`src/rtl/hrtl_pkg.sv`:
```
// Shared types, constants and register codes of the HRPT time code lock.
`default_nettype none

package hrtl_pkg;

  localparam int unsigned TC_W      = 64;
  localparam int unsigned DAY_W     = 9;
  localparam int unsigned MS_W      = 27;
  localparam int unsigned SPACE_W   = 10;
  localparam int unsigned MATCH_W   = 4;
  localparam int unsigned LINE_IDX_W = 16;

  localparam int unsigned CFG_IDX_W  = 8;
  localparam int unsigned CFG_DATA_W = 16;

  localparam int unsigned LINE_COUNT_BITS_DEF = 16;

  localparam logic [MS_W-1:0]  MS_PER_DAY = 27'd86400000;
  localparam logic [DAY_W-1:0] MAX_DAY    = 9'd366;

  localparam logic [SPACE_W-1:0] MIN_SPACING_RST = 10'd166;
  localparam logic [SPACE_W-1:0] MAX_SPACING_RST = 10'd167;
  localparam logic [MATCH_W-1:0] REQ_MATCH_RST   = 4'd5;
  localparam logic [DAY_W-1:0]   FALLBACK_RST    = 9'd1;

  localparam logic [6:0] MS_HI_MASK = 7'h7f;

  typedef enum logic [CFG_IDX_W-1:0] {
    CFG_MIN_SPACING = 8'd0,
    CFG_MAX_SPACING = 8'd1,
    CFG_REQ_MATCHES = 8'd2,
    CFG_FALLBACK    = 8'd3
  } cfg_idx_e;

  typedef struct packed {
    logic [SPACE_W-1:0] min_spacing;
    logic [SPACE_W-1:0] max_spacing;
    logic [MATCH_W-1:0] req_matches;
    logic [DAY_W-1:0]   fallback_day;
  } cfg_t;

  typedef struct packed {
    logic             valid;
    logic [DAY_W-1:0] day;
    logic [MS_W-1:0]  ms;
  } dec_t;

  typedef struct packed {
    logic                  spacing_ok;
    logic [MATCH_W-1:0]    match_count;
    logic                  locked;
    logic [LINE_IDX_W-1:0] line_index;
  } trk_t;

endpackage

`default_nettype wire

```
`src/rtl/hrtl_if.sv`:
```
// Channel interfaces: time code items, result items, register writes.
`default_nettype none

interface hrtl_in_if;
  logic                        valid;
  logic                        ready;
  logic [hrtl_pkg::TC_W-1:0]   time_code;
  logic                        pass_start;

  modport source (output valid, time_code, pass_start, input ready);
  modport sink   (input valid, time_code, pass_start, output ready);
endinterface

interface hrtl_out_if;
  logic                              valid;
  logic                              ready;
  logic [hrtl_pkg::DAY_W-1:0]        day_of_year;
  logic [hrtl_pkg::MS_W-1:0]         ms_of_day;
  logic                              code_valid;
  logic                              spacing_ok;
  logic [hrtl_pkg::MATCH_W-1:0]      match_count;
  logic                              locked;
  logic [hrtl_pkg::LINE_IDX_W-1:0]   line_index;

  modport source (output valid, day_of_year, ms_of_day, code_valid, spacing_ok,
                  match_count, locked, line_index, input ready);
  modport sink   (input valid, day_of_year, ms_of_day, code_valid, spacing_ok,
                  match_count, locked, line_index, output ready);
endinterface

interface hrtl_cfg_if;
  logic                              valid;
  logic                              ready;
  logic [hrtl_pkg::CFG_IDX_W-1:0]    index;
  logic [hrtl_pkg::CFG_DATA_W-1:0]   data;

  modport source (output valid, index, data, input ready);
  modport sink   (input valid, index, data, output ready);
endinterface

`default_nettype wire

```
`src/rtl/hrtl_cfg.sv`:
```
// Configuration register file: window limits, lock count, fallback day.
`default_nettype none

module hrtl_cfg (
  input  wire logic   clk_i,
  input  wire logic   rst_ni,
  hrtl_cfg_if.sink    cfg_if,
  output hrtl_pkg::cfg_t cfg_o
);

  hrtl_pkg::cfg_t cfg_q, cfg_d;

  assign cfg_if.ready = 1'b1;

  always_comb begin
    cfg_d = cfg_q;
    if (cfg_if.valid) begin
      case (hrtl_pkg::cfg_idx_e'(cfg_if.index))
        hrtl_pkg::CFG_MIN_SPACING: cfg_d.min_spacing  = cfg_if.data[hrtl_pkg::SPACE_W-1:0];
        hrtl_pkg::CFG_MAX_SPACING: cfg_d.max_spacing  = cfg_if.data[hrtl_pkg::SPACE_W-1:0];
        hrtl_pkg::CFG_REQ_MATCHES: cfg_d.req_matches  = cfg_if.data[hrtl_pkg::MATCH_W-1:0];
        hrtl_pkg::CFG_FALLBACK:    cfg_d.fallback_day = cfg_if.data[hrtl_pkg::DAY_W-1:0];
        default: ;
      endcase
    end
  end

  always_ff @(posedge clk_i or negedge rst_ni) begin
    if (!rst_ni) begin
      cfg_q.min_spacing  <= hrtl_pkg::MIN_SPACING_RST;
      cfg_q.max_spacing  <= hrtl_pkg::MAX_SPACING_RST;
      cfg_q.req_matches  <= hrtl_pkg::REQ_MATCH_RST;
      cfg_q.fallback_day <= hrtl_pkg::FALLBACK_RST;
    end else begin
      cfg_q <= cfg_d;
    end
  end

  assign cfg_o = cfg_q;

endmodule

`default_nettype wire

```
`src/rtl/hrtl_decode.sv`:
```
// Time code field extraction, range check and fallback day substitution.
`default_nettype none

module hrtl_decode (
  input  wire logic [hrtl_pkg::TC_W-1:0]  time_code_i,
  input  wire logic [hrtl_pkg::DAY_W-1:0] fallback_day_i,
  output hrtl_pkg::dec_t                  dec_o
);

  logic [7:0]  b0, b1, b3, b4, b5, b6, b7;
  logic [27:0] ms_raw;
  logic [14:0] day_raw;
  logic        in_range;

  assign b0 = time_code_i[63:56];
  assign b1 = time_code_i[55:48];
  assign b3 = time_code_i[39:32];
  assign b4 = time_code_i[31:24];
  assign b5 = time_code_i[23:16];
  assign b6 = time_code_i[15:8];
  assign b7 = time_code_i[7:0];

  // ms fields overlap, so this is a true sum, not a concatenation
  assign ms_raw = 28'({b3[6:0] & hrtl_pkg::MS_HI_MASK, 20'b0})
                + 28'({b4, b5, 10'b0})
                + 28'({b6, b7});
  assign day_raw  = {b0, b1[7:1]};
  assign in_range = (ms_raw <= 28'(hrtl_pkg::MS_PER_DAY));

  always_comb begin
    dec_o.valid = in_range;
    dec_o.day   = '0;
    dec_o.ms    = '0;
    if (in_range) begin
      // exactly one day's worth folds back to midnight
      dec_o.ms  = (ms_raw[hrtl_pkg::MS_W-1:0] == hrtl_pkg::MS_PER_DAY)
                  ? '0 : ms_raw[hrtl_pkg::MS_W-1:0];
      dec_o.day = (day_raw > 15'(hrtl_pkg::MAX_DAY))
                  ? fallback_day_i : day_raw[hrtl_pkg::DAY_W-1:0];
    end
  end

endmodule

`default_nettype wire

```
`src/rtl/hrtl_track.sv`:
```
// Previous line time, spacing window check, match and line counters.
`default_nettype none

module hrtl_track #(
  parameter int unsigned LINE_COUNT_BITS = hrtl_pkg::LINE_COUNT_BITS_DEF
) (
  input  wire logic           clk_i,
  input  wire logic           rst_ni,
  input  wire logic           step_i,
  input  wire logic           pass_start_i,
  input  wire hrtl_pkg::dec_t dec_i,
  input  wire hrtl_pkg::cfg_t cfg_i,
  output hrtl_pkg::trk_t      trk_o
);

  localparam int unsigned STEP_W = hrtl_pkg::MS_W + 2;

  logic [hrtl_pkg::DAY_W-1:0]   prev_day_q, prev_day_d;
  logic [hrtl_pkg::MS_W-1:0]    prev_ms_q, prev_ms_d;
  logic                         prev_valid_q, prev_valid_d;
  logic [hrtl_pkg::MATCH_W-1:0] match_q, match_d;
  logic [LINE_COUNT_BITS-1:0]   line_q, line_d;

  logic                         prev_ok;
  logic                         same_day, next_day;
  logic [STEP_W-1:0]            step_ms;
  logic                         ok;
  logic [hrtl_pkg::MATCH_W-1:0] match_base;
  logic [LINE_COUNT_BITS-1:0]   line_base;

  assign prev_ok  = prev_valid_q && !pass_start_i;
  assign same_day = (dec_i.day == prev_day_q);
  assign next_day = ({1'b0, dec_i.day} == ({1'b0, prev_day_q} + 10'd1));

  // Both times are below one day, so only a step of zero or one day can
  // land in a 10-bit window; anything else is out of range or negative.
  assign step_ms = STEP_W'(dec_i.ms)
                 + (next_day ? STEP_W'(hrtl_pkg::MS_PER_DAY) : '0)
                 - STEP_W'(prev_ms_q);

  assign ok = dec_i.valid && prev_ok && (same_day || next_day)
           && !step_ms[STEP_W-1]
           && (step_ms >= STEP_W'(cfg_i.min_spacing))
           && (step_ms <= STEP_W'(cfg_i.max_spacing));

  assign match_base = pass_start_i ? '0 : match_q;
  assign line_base  = pass_start_i ? '0 : line_q;

  always_comb begin
    if (!ok) begin
      match_d = '0;
    end else if (match_base < cfg_i.req_matches) begin
      match_d = match_base + 4'd1;
    end else begin
      match_d = cfg_i.req_matches;
    end
  end

  always_comb begin
    line_d = (&line_base) ? line_base : line_base + LINE_COUNT_BITS'(1);
  end

  always_comb begin
    prev_day_d   = prev_day_q;
    prev_ms_d    = prev_ms_q;
    prev_valid_d = 1'b0;
    if (dec_i.valid) begin
      prev_day_d   = dec_i.day;
      prev_ms_d    = dec_i.ms;
      prev_valid_d = 1'b1;
    end
  end

  always_ff @(posedge clk_i or negedge rst_ni) begin
    if (!rst_ni) begin
      prev_day_q   <= '0;
      prev_ms_q    <= '0;
      prev_valid_q <= 1'b0;
      match_q      <= '0;
      line_q       <= '0;
    end else if (step_i) begin
      prev_day_q   <= prev_day_d;
      prev_ms_q    <= prev_ms_d;
      prev_valid_q <= prev_valid_d;
      match_q      <= match_d;
      line_q       <= line_d;
    end
  end

  assign trk_o.spacing_ok  = ok;
  assign trk_o.match_count = match_d;
  assign trk_o.locked      = (match_d >= cfg_i.req_matches);
  assign trk_o.line_index  = hrtl_pkg::LINE_IDX_W'(line_base);

endmodule

`default_nettype wire

```
`src/rtl/hrpt_time_code_lock_top.sv`:
```
// Top level of the HRPT time code lock: channels, pipeline registers, checks.
`default_nettype none

// Decodes the 8-byte time code of each HRPT scan line into day of year and
// milliseconds of day, flags codes above one day as invalid, and tracks lock:
// a valid line whose step from a valid previous line of the same pass falls
// inside [min_spacing_ms, max_spacing_ms] counts as a match, and locked rises
// once required_matches consecutive matches are seen. One result per item.
// Throughput is one item per clock while the output is not stalled; each item
// passes the input register, then the result register. The rate rests on
// hrtl_track updating its previous-time and counter registers as each line is
// processed, since every line reads and writes them. A result waiting on a
// stalled output keeps the input register full: the input takes one more
// transfer while that register is empty, then holds ready low until the output
// moves (in_if.ready follows out_if.ready combinationally). Register writes
// take effect at once and are meant to happen while no line is in flight.
module hrpt_time_code_lock_top #(
  parameter int unsigned LINE_COUNT_BITS = hrtl_pkg::LINE_COUNT_BITS_DEF
) (
  input  wire logic clk_i,
  input  wire logic rst_ni,
  hrtl_in_if.sink   in_if,
  hrtl_out_if.source out_if,
  hrtl_cfg_if.sink  cfg_if
);

  hrtl_pkg::cfg_t cfg;
  hrtl_pkg::dec_t dec;
  hrtl_pkg::trk_t trk;

  // input register stage
  logic                      s1_valid_q;
  logic [hrtl_pkg::TC_W-1:0] s1_tc_q;
  logic                      s1_start_q;

  // result register stage
  logic                            out_valid_q;
  logic [hrtl_pkg::DAY_W-1:0]      out_day_q;
  logic [hrtl_pkg::MS_W-1:0]       out_ms_q;
  logic                            out_code_valid_q;
  logic                            out_spacing_ok_q;
  logic [hrtl_pkg::MATCH_W-1:0]    out_match_q;
  logic                            out_locked_q;
  logic [hrtl_pkg::LINE_IDX_W-1:0] out_line_q;

  logic advance;   // result register can load this cycle
  logic proc;      // line in the input register is processed now
  logic in_xfer;

  assign advance     = !out_valid_q || out_if.ready;
  assign proc        = s1_valid_q && advance;
  assign in_if.ready = !s1_valid_q || advance;
  assign in_xfer     = in_if.valid && in_if.ready;

  hrtl_cfg u_cfg (
    .clk_i  (clk_i),
    .rst_ni (rst_ni),
    .cfg_if (cfg_if),
    .cfg_o  (cfg)
  );

  hrtl_decode u_decode (
    .time_code_i    (s1_tc_q),
    .fallback_day_i (cfg.fallback_day),
    .dec_o          (dec)
  );

  hrtl_track #(
    .LINE_COUNT_BITS (LINE_COUNT_BITS)
  ) u_track (
    .clk_i        (clk_i),
    .rst_ni       (rst_ni),
    .step_i       (proc),
    .pass_start_i (s1_start_q),
    .dec_i        (dec),
    .cfg_i        (cfg),
    .trk_o        (trk)
  );

  always_ff @(posedge clk_i or negedge rst_ni) begin
    if (!rst_ni) begin
      s1_valid_q <= 1'b0;
    end else if (in_if.ready) begin
      s1_valid_q <= in_if.valid;
    end
  end

  always_ff @(posedge clk_i) begin
    if (in_xfer) begin
      s1_tc_q    <= in_if.time_code;
      s1_start_q <= in_if.pass_start;
    end
  end

  always_ff @(posedge clk_i or negedge rst_ni) begin
    if (!rst_ni) begin
      out_valid_q <= 1'b0;
    end else if (advance) begin
      out_valid_q <= s1_valid_q;
    end
  end

  always_ff @(posedge clk_i) begin
    if (proc) begin
      out_day_q        <= dec.day;
      out_ms_q         <= dec.ms;
      out_code_valid_q <= dec.valid;
      out_spacing_ok_q <= trk.spacing_ok;
      out_match_q      <= trk.match_count;
      out_locked_q     <= trk.locked;
      out_line_q       <= trk.line_index;
    end
  end

  assign out_if.valid       = out_valid_q;
  assign out_if.day_of_year = out_day_q;
  assign out_if.ms_of_day   = out_ms_q;
  assign out_if.code_valid  = out_code_valid_q;
  assign out_if.spacing_ok  = out_spacing_ok_q;
  assign out_if.match_count = out_match_q;
  assign out_if.locked      = out_locked_q;
  assign out_if.line_index  = out_line_q;

`ifndef ASSERT_OFF
  // a processed line always lands in the result register
  a_proc_lands: assert property (@(posedge clk_i) disable iff (!rst_ni)
    proc |=> out_valid_q)
    else $error("processed line did not reach result register");

  // an invalid code reports zero time and no match
  a_invalid_zero: assert property (@(posedge clk_i) disable iff (!rst_ni)
    (proc && !dec.valid) |=> (out_day_q == '0) && (out_ms_q == '0) && !out_spacing_ok_q)
    else $error("invalid code carried time or match");

  // a match needs a valid code
  a_match_valid: assert property (@(posedge clk_i) disable iff (!rst_ni)
    (proc && trk.spacing_ok) |-> dec.valid)
    else $error("match flagged on invalid code");

  // folded milliseconds stay below one day
  a_ms_range: assert property (@(posedge clk_i) disable iff (!rst_ni)
    proc |=> (out_ms_q < hrtl_pkg::MS_PER_DAY))
    else $error("ms_of_day out of range");
`endif

endmodule

`default_nettype wire

```
`src/flat_wrapper.sv`:
```
// flat-port wrapper written by rule: the top's interface ports become plain ports
module hrpt_time_code_lock_top_flat 
#(
  parameter int unsigned LINE_COUNT_BITS = hrtl_pkg::LINE_COUNT_BITS_DEF
)
  (clk_i, rst_ni, in_if_valid, in_if_time_code, in_if_pass_start, in_if_ready, out_if_valid, out_if_day_of_year, out_if_ms_of_day, out_if_code_valid, out_if_spacing_ok, out_if_match_count, out_if_locked, out_if_line_index, out_if_ready, cfg_if_valid, cfg_if_index, cfg_if_data, cfg_if_ready);
  hrtl_in_if in_if_i ();
  hrtl_out_if out_if_i ();
  hrtl_cfg_if cfg_if_i ();
  input  wire logic clk_i;
  input  wire logic rst_ni;
  input wire logic [$bits(in_if_i.valid)-1:0] in_if_valid;
  input wire logic [$bits(in_if_i.time_code)-1:0] in_if_time_code;
  input wire logic [$bits(in_if_i.pass_start)-1:0] in_if_pass_start;
  output wire logic [$bits(in_if_i.ready)-1:0] in_if_ready;
  output wire logic [$bits(out_if_i.valid)-1:0] out_if_valid;
  output wire logic [$bits(out_if_i.day_of_year)-1:0] out_if_day_of_year;
  output wire logic [$bits(out_if_i.ms_of_day)-1:0] out_if_ms_of_day;
  output wire logic [$bits(out_if_i.code_valid)-1:0] out_if_code_valid;
  output wire logic [$bits(out_if_i.spacing_ok)-1:0] out_if_spacing_ok;
  output wire logic [$bits(out_if_i.match_count)-1:0] out_if_match_count;
  output wire logic [$bits(out_if_i.locked)-1:0] out_if_locked;
  output wire logic [$bits(out_if_i.line_index)-1:0] out_if_line_index;
  input wire logic [$bits(out_if_i.ready)-1:0] out_if_ready;
  input wire logic [$bits(cfg_if_i.valid)-1:0] cfg_if_valid;
  input wire logic [$bits(cfg_if_i.index)-1:0] cfg_if_index;
  input wire logic [$bits(cfg_if_i.data)-1:0] cfg_if_data;
  output wire logic [$bits(cfg_if_i.ready)-1:0] cfg_if_ready;
  assign in_if_i.valid = in_if_valid;
  assign in_if_i.time_code = in_if_time_code;
  assign in_if_i.pass_start = in_if_pass_start;
  assign in_if_ready = in_if_i.ready;
  assign out_if_valid = out_if_i.valid;
  assign out_if_day_of_year = out_if_i.day_of_year;
  assign out_if_ms_of_day = out_if_i.ms_of_day;
  assign out_if_code_valid = out_if_i.code_valid;
  assign out_if_spacing_ok = out_if_i.spacing_ok;
  assign out_if_match_count = out_if_i.match_count;
  assign out_if_locked = out_if_i.locked;
  assign out_if_line_index = out_if_i.line_index;
  assign out_if_i.ready = out_if_ready;
  assign cfg_if_i.valid = cfg_if_valid;
  assign cfg_if_i.index = cfg_if_index;
  assign cfg_if_i.data = cfg_if_data;
  assign cfg_if_ready = cfg_if_i.ready;
  hrpt_time_code_lock_top #(.LINE_COUNT_BITS(LINE_COUNT_BITS)) u_core (.clk_i(clk_i), .rst_ni(rst_ni), .in_if(in_if_i), .out_if(out_if_i), .cfg_if(cfg_if_i));
endmodule
```
`config.mk`:
```
export PLATFORM = sky130hd
export DESIGN_NAME = hrpt_time_code_lock_top_flat
export DESIGN_NICKNAME = d
export VERILOG_FILES = /design/src/rtl/hrtl_pkg.sv /design/src/rtl/hrtl_if.sv /design/src/rtl/hrtl_cfg.sv /design/src/rtl/hrtl_decode.sv /design/src/rtl/hrtl_track.sv /design/src/rtl/hrpt_time_code_lock_top.sv /design/src/flat_wrapper.sv
export SDC_FILE = /design/constraint.sdc
export NUM_CORES = 1
export LEC_CHECK = 0
export BUFFER_PORTS_ARGS = -buffer_cell sky130_fd_sc_hd__buf_2
export CORE_MARGIN = 4
export CORE_UTILIZATION = 38
export CTS_CLUSTER_SIZE = 24
export DETAILED_ROUTE_END_ITERATION = 16
export GPL_TIMING_DRIVEN = 0
export SETUP_SLACK_MARGIN = 0.1
export SYNTH_ARGS = -nofsm -noshare
export SYNTH_HDL_FRONTEND = slang
export SYNTH_HIERARCHICAL = 1
export SYNTH_SLANG_ARGS = --single-unit
```
`constraint.sdc`:
```
create_clock -name clk_i -period 14.7 [get_ports clk_i]
set_clock_uncertainty 0.2 [all_clocks]
set_input_delay 4.41 -clock clk_i [delete_from_list [all_inputs] [get_ports clk_i]]
set_output_delay 4.41 -clock clk_i [all_outputs]
set_load 0.05 [all_outputs]
```
# Yosys cells after proc, flatten, opt, wreduce, memory -nomap -nowiden
# Cells that the tools add are included.
# Widths: inputs -> output; s select.
# totals
reg_bits	216
input_bits	94
out_inout_bits	62
wordCells	71
# op_classes
n_addsub	7
n_lt_le_gt_ge	6
n_eq_ne	6
mux	10
n_reduce_logical	22
# op_table
cell	n
$mux 27	2
$mux 36	1
$mux 16	2
$ge 29x10->1	1
$le 29x10->1	1
$sub 28x27->29	1
$add 27x26->28	1
$add 27x27->28	1
$add 28x16->28	1
$le 28x27->1 const B	1
$eq 27x27->1 const B	1
$add 16x1->16 const B	1
$eq 8x2->1 const B	2
$reduce_and 16->1	1
$gt 15x9->1 const B	1
$mux 4	3
$add 9x1->10 const B	1
$eq 9x10->1	1
$reduce_and 2->1	5
$eq 9x9->1	1
$mux 9	1
$eq 8x1->1 const B	1
$logic_and 1x1->1	8
$logic_not 8->1	1
other kinds (6)	11

# Depth between registers and ports, before layout
# Gate-level depths: netlist (run 1).
# depth
ltp_word	15
depth_mapped	38
ltp_nobuf	36

# Hierarchy
# The synthesis (run 1) kept the hierarchy.
# modules_own_cells
mod	instances	cells_per_inst	area_per_inst_um2	seq_area_each_um2
hrtl_track	1	652	5703.0	1426.4
hrpt_time_code_lock_top	1	132	3827.4	3773.6
hrtl_decode	1	201	1465.2	0.0
hrtl_cfg	1	76	1313.8	840.8

# Worst setup path after synthesis (run 1)
# OpenSTA, ideal clock, no wires.
# synth_timing
path_type	input-to-output
from	input out_if_ready
to	output in_if_ready
arrival_ps	4654
t_required_ps	10090
setup_slack_ps	5436
stages	1
n_path_buf	0
path_cell_list	nand3b_4
# synth_via
elab_chain_cells	2
# synth_rtl
item	line_no	source
from (decl)	flat_wrapper.sv:24	input wire logic [$bits(out_if_i.ready)-1:0] out_if_ready;
$logic_or 1x1->1	hrpt_time_code_lock_top.sv:50	assign advance = !out_valid_q || out_if.ready;
$logic_or 1x1->1	hrpt_time_code_lock_top.sv:52	assign in_if.ready = !s1_valid_q || advance;
to (decl)	flat_wrapper.sv:15	output wire logic [$bits(in_if_i.ready)-1:0] in_if_ready;
# Every way passes these cells.

==> results of run 1 <==
[worst reg2reg max path: cells and delay by family (launching register included)]
kind	cells	cell delay, ps
and+or+nand+nor	15	4210
AOI/OAI and AO/OA	11	2710
buffers and inverters	5	1410
adders and majority gates	4	1380
DFF	1	360
[where the power goes]
| part | switching [mW] | total, mW | internal, mW |
|---|---|---|---|
| clock network | 0.237 | 0.606 | 0.369 |
| registers | 0.0343 | 0.728 | 0.694 |
| logic | 0.843 | 1.34 | 0.500 |
| total | 1.11 | 2.68 | 1.56 |
[sequential cells by signal, indices dropped and copies added (netlist names)]
register / count
u_core/s1_valid_q: 1
u_core/s1_tc_q: 54
u_core/out_if.locked: 1
u_core/u_track/match_q: 4
u_core/out_if.match_count: 4
u_core/u_cfg/cfg_o: 33
u_core/u_track/prev_day_q: 9
u_core/s1_start_q: 1
u_core/out_if.ms_of_day: 27
u_core/out_if.spacing_ok: 1
u_core/out_if.line_index: 16
u_core/u_track/prev_ms_q: 27
u_core/out_if.code_valid: 1
u_core/u_track/prev_valid_q: 1
u_core/out_if.valid: 1
u_core/out_if.day_of_year: 9
u_core/u_track/line_q: 16
[worst max path at each step]
stage,start,end,slack [ps],cells after the start
final,u_core/s1_tc_q[27],u_core/out_if.locked,4180,35
after global routing,u_core/s1_tc_q[10],u_core/out_if.locked,3510,36
after CTS,u_core/s1_tc_q[10],u_core/out_if.locked,4090,36
after detailed placement,u_core/s1_tc_q[27],u_core/out_if.locked,4130,35
after global placement,u_core/s1_tc_q[27],u_core/out_if.locked,4180,35
after floorplan,out_if_ready,in_if_ready,5440,1
[stage by stage]
| step | cell area (um^2) | setup WS, ps | power [mW] |
|---|---|---|---|
| 2_1_floorplan | 12010 | 5436 | 1.720 |
| 3_3_place_gp | 13200 | 4177 | 2.063 |
| 3_5_place_dp | 13260 | 4127 | 2.069 |
| 4_1_cts | 14060 | 4092 | 2.692 |
| 5_1_grt | 14060 | 3506 | 2.896 |
| 6_report | 14060 | 4177 | 2.677 |
[cell type report]
| type | count | area [um^2] |
|---|---|---|
| timing repair buffer | 140 | 748.2 |
| inverter | 79 | 296.5 |
| fill | 2904 | 16850 |
| buffer | 39 | 205.2 |
| clock inverter | 8 | 93.84 |
| clock buffer | 36 | 710.7 |
| sequential | 206 | 5741 |
| multi-input combinational | 727 | 5769 |
| tap | 396 | 495.5 |
[placed cells by master, fill, tap and decap left out, types with 21 or more instances in the layout]
| cell | count |
|---|---|
| nor2b_1 | 24 |
| nor3_1 | 27 |
| clkbuf_1 | 21 |
| xor2_1 | 35 |
| buf_2 | 148 |
| nand2_1 | 66 |
| nor2_1 | 38 |
| edfxtp_1 | 114 |
| inv_1 | 79 |
| mux2_2 | 67 |
| clkbuf_16 | 25 |
| dfrtp_1 | 80 |
| a21oi_1 | 49 |
| ha_1 | 86 |
| o21ai_0 | 32 |
| xnor2_1 | 24 |
| nand4_1 | 22 |
[metal layers]
metal / vias to the layer above / wire length, um / track usage [%]
met5: - / 0 / 0
met4: 0 / 581 / 3.760
met3: 41 / 1477 / 2.697
met2: 199 / 13490 / 27.86
met1: 4198 / 14060 / 24.57
li1: 4233 / - / -
==> impl_metrics.tcl, run 1 <==
set metrics [dict create \
    die_y_um 185.8 \
    die-area_um2 34510 \
    clock_path_buffers 3 \
    avgViaCountPerCell 5.316 \
    vias 8671 \
    timing.hold.ws_ps 301.7 \
    power_per_cell_area_nw_per_um2 190.4 \
    cpMaxStageDelayCell "o21ai_1" \
    grt_antenna_before_repair 0 \
    drcViolationCount 0 \
    maxSlewHeadroom_pct 28.57 \
    ys_warn_count 6 \
    r2r-start "u_core/s1_tc_q[27]" \
    cts_tree "yes" \
    grt_pass1_wl_um 47210 \
    drtAntennaViolNets 0 \
    cp_common_cell "ha_1" \
    min_to "u_core/u_track/prev_ms_q[0]" \
    gp_congestion 0.9280 \
    worstSetupEndpointType "register" \
    power.leakage_nw 5.937 \
    grt_pass1_vias 8685 \
    cts.repair.resized 0 \
    whs_path_depth 2 \
    clock_sinks 206 \
    io_buffers 138 \
    wl_per_cell_um 18.16 \
    worstPathArrival_ps 10590 \
    fin_crit_sh_pct 71.58 \
    gr-total-overflow 0 \
    hold_class "register to register" \
    hold_violations 0 \
    finalMaxSlewViolations 0 \
    cts_hold_buf 0 \
    htreeDepth 1 \
    fmax_mhz 95.03 \
    layout-drive-gt1-share_pct 24.21 \
    clk_pin_slew_ps 60 \
    path_buf_inv 5 \
    crit_required_ps 14760 \
    path_delay_family "simple AND/OR/NAND/NOR gates" \
    status "complete, no violations" \
    num_antenna_cells 0 \
    fin_cells 1631 \
    tightestPinTransition_ps 1067 \
    crit_fanout 10 \
    grt_usage_pct 17.20 \
    core_area_um2 30910 \
    rsz0062_at_grt "false" \
    rr_worst_depth 35 \
    hold_start "u_core/u_track/prev_ms_q[0]" \
    avgSynthCellArea_um2 11.43 \
    initial_core_util_pct 38.85 \
    setup.worst_path.class "register to register" \
    setup_viol 0 \
    period_needed_ps 10520 \
    wirelength_um 29620 \
    place_inst 1587 \
    netlist_area_um2 12010 \
    rr_endpoint "u_core/out_if.locked" \
    row_count 64 \
    io_pins 156 \
    numCtsBuffers 24 \
    r2r_slack_ps 4180 \
    die_w_um 185.8 \
    cts_root_buf "clkbuf_16" \
    post_cts.repair.setup_buffers 0 \
    synth_nets 1242 \
    clk_latency_ps 520 \
    final_nets 1408 \
    final_util_pct 45.49 \
    tns_ps 0 \
    ir_drop_mv 0.09215 \
    max_cap_viol_count 0 \
    dp_hpwl_um 22640 \
    drt-pass1-iter-count 5 \
    crit_path_max_incr_delay_ps 770 \
    drt_iter0_markers 532 \
    area_growth_pct 17.08 \
    start_kind "register" \
    netlist_instances 1051 \
    grt_max_degree 63 \
]
(Power assumes the default switching activity.)
==> run 2, diff against run 1 <==
Settings changed: ABC_AREA set to 1.
Clock period 14.7 ns to 9.75 ns, I/O delays scaled along.
==> impl_metrics.tcl, run 2 <==
set metrics [dict create \
    fmax_mhz 131.8 \
    grt_antenna_before_repair 0 \
    status "complete, no violations" \
    design_area_um2 15230 \
    drcViolationCount 0 \
    wl_per_cell_um 14.79 \
    avgViaCountPerCell 4.840 \
    internal_power_mw 2.210 \
    clock_path_buffers 3 \
    worstPathArrival_ps 7660 \
    gr-usage-met2_pct 29.43 \
    startpoint "u_core/s1_tc_q[10]" \
    post_cts.repair.setup_buffers 0 \
    area_growth_pct 16.86 \
    ys_warn_count 6 \
    grt_max_degree 50 \
    gp_congestion 0.8720 \
    clock_sinks 206 \
    numCtsBuffers 25 \
    setup_viol 0 \
    netSwitchingFraction_pct 41.05 \
    fillers 3400 \
    final_util_pct 45.19 \
    layout_common_cells "nand2_1, inv_1, buf_2, nor2_1, edfxtp_1" \
    drt_iter0_markers 559 \
    hold_start "u_core/u_cfg/cfg_o[20]" \
    combPwrFrac_pct 45.7 \
    clk_latency_ps 530 \
    p_switching_mw 1.539 \
    power.leakage_nw 7.456 \
    setup.worst_path.class "register to register" \
    cp_common_cell "nand2_1" \
    r2r_slack_ps 2160 \
    met3_usage_pct 2.737 \
    pwr-share-seq_pct 29.0 \
    grt_pass1_vias 10470 \
    largest_register "u_core/s1_tc_q" \
    die_y_um 193.2 \
    die-area_um2 37320 \
    grt_busiest_layer "met2" \
    hold_violations 0 \
    grtUsageMet1_pct 24.14 \
    core_area_um2 33700 \
    netlist_area_um2 13030 \
    r2r-start "u_core/s1_tc_q[10]" \
    hold_class "register to register" \
    rsz0062_at_grt "false" \
    dp_hpwl_um 25180 \
    io_pins 156 \
    drtAntennaViolNets 0 \
    cts_tree "yes" \
    row_count 67 \
    clkPwrFrac_pct 25.4 \
    final_common_cell "nand2_1" \
    crit_path_max_incr_delay_ps 480 \
    tightestPinTransition_ps 747.8 \
    period_needed_ps 7588 \
    cts.repair.resized 0 \
    wirelength_um 32190 \
    cts_hold_buf 0 \
    grt_usage_pct 17.51 \
    largest_register_ffs 54 \
    avgSynthCellArea_um2 8.457 \
    maxSlewHeadroom_pct 50.14 \
    ir_drop_mv 0.1454 \
    worstSetupEndpointType "register" \
    placed_area_um2 14390 \
    gr-total-overflow 0 \
    netlist_instances 1541 \
    crit_fanout 10 \
    crit_required_ps 9820 \
    synth_nets 1732 \
    initial_core_util_pct 38.67 \
    fin_crit_sh_pct 77.82 \
    finalMaxSlewViolations 0 \
    drt-pass1-iter-count 5 \
    final_nets 1901 \
    cpMaxStageDelayCell "fa_1" \
    layout-drive-gt1-share_pct 19.85 \
    htreeDepth 1 \
    clk_pin_slew_ps 60 \
    num_antenna_cells 0 \
    power_per_cell_area_nw_per_um2 246.2 \
    cts_root_buf "clkbuf_16" \
    vias 10530 \
    die_w_um 193.2 \
    multi_input_area_um2 6170 \
    final-seq-area_um2 5741 \
    tns_ps 0 \
    io_buffers 138 \
    max_cap_viol_count 0 \
    grt_pass1_wl_um 52920 \
    start_kind "register" \
]
## run 2: through the flow
step | hold slack [ps] | worst slack (ps) | total power, mW | cells
finish | 260.7 | 2162 | 3.749 | 2176
global route | 273.8 | 1543 | 4.081 | 2176
CTS | 263.0 | 2106 | 3.790 | 2176
detailed placement | 254.4 | 2129 | 2.807 | 2131
global placement | 253.4 | 166.8 | 2.777 | 2127
floorplan | 234.3 | 2328 | 2.394 | 1541
## run 2: worst paths after layout
check                                         end  cells past startpoint
max                          u_core/out_if.locked                     41
min in group asynchronous   u_core/u_cfg/cfg_o[5]                      1
max reg2reg                  u_core/out_if.locked                     41
min reg2reg                u_core/u_cfg/cfg_o[20]                      2
max in group asynchronous  u_core/u_cfg/cfg_o[24]                      2
min                        u_core/u_cfg/cfg_o[20]                      2
## run 2: cell type report
cell class                      count  share of cell area [%]
Multi-Input combinational cell   1062                   40.51
Sequential cell                   206                   37.69
Inverter                          247                   6.088
Timing Repair Buffer              142                   5.127
Clock buffer                       30                   4.297
Tap cell                          448                   3.681
Buffer                             26                   1.356
Clock inverter                     15                   1.249
## run 2: critical path: cells and delay by family, from the launching register on
| kind | cells | cell delay (ps) |
|---|---|---|
| simple gates | 21 | 2820 |
| flops | 1 | 320 |
| buf+inv | 8 | 1150 |
| compound gates | 6 | 860 |
| xor+xnor | 1 | 230 |
| fa+ha+maj | 5 | 1760 |
## run 2: metal layers
| layer | vias up | share of wire, % |
|---|---|---|
| met3 | 43 | 5.3 |
| met4 | 0 | 1.7 |
| li1 | 5344 | - |
| met5 | - | 0 |
| met2 | 218 | 47 |
| met1 | 4927 | 46 |
## run 2: power by group through the flow
stage | clock (mW) | sequential, mW | combinational, mW
detailed placement | 0 | 1.10 | 1.70
global placement | 0 | 1.11 | 1.67
floorplan | 0 | 1.19 | 1.21
finish | 0.951 | 1.09 | 1.71
CTS | 0.983 | 1.09 | 1.72
global route | 1.02 | 1.10 | 1.96
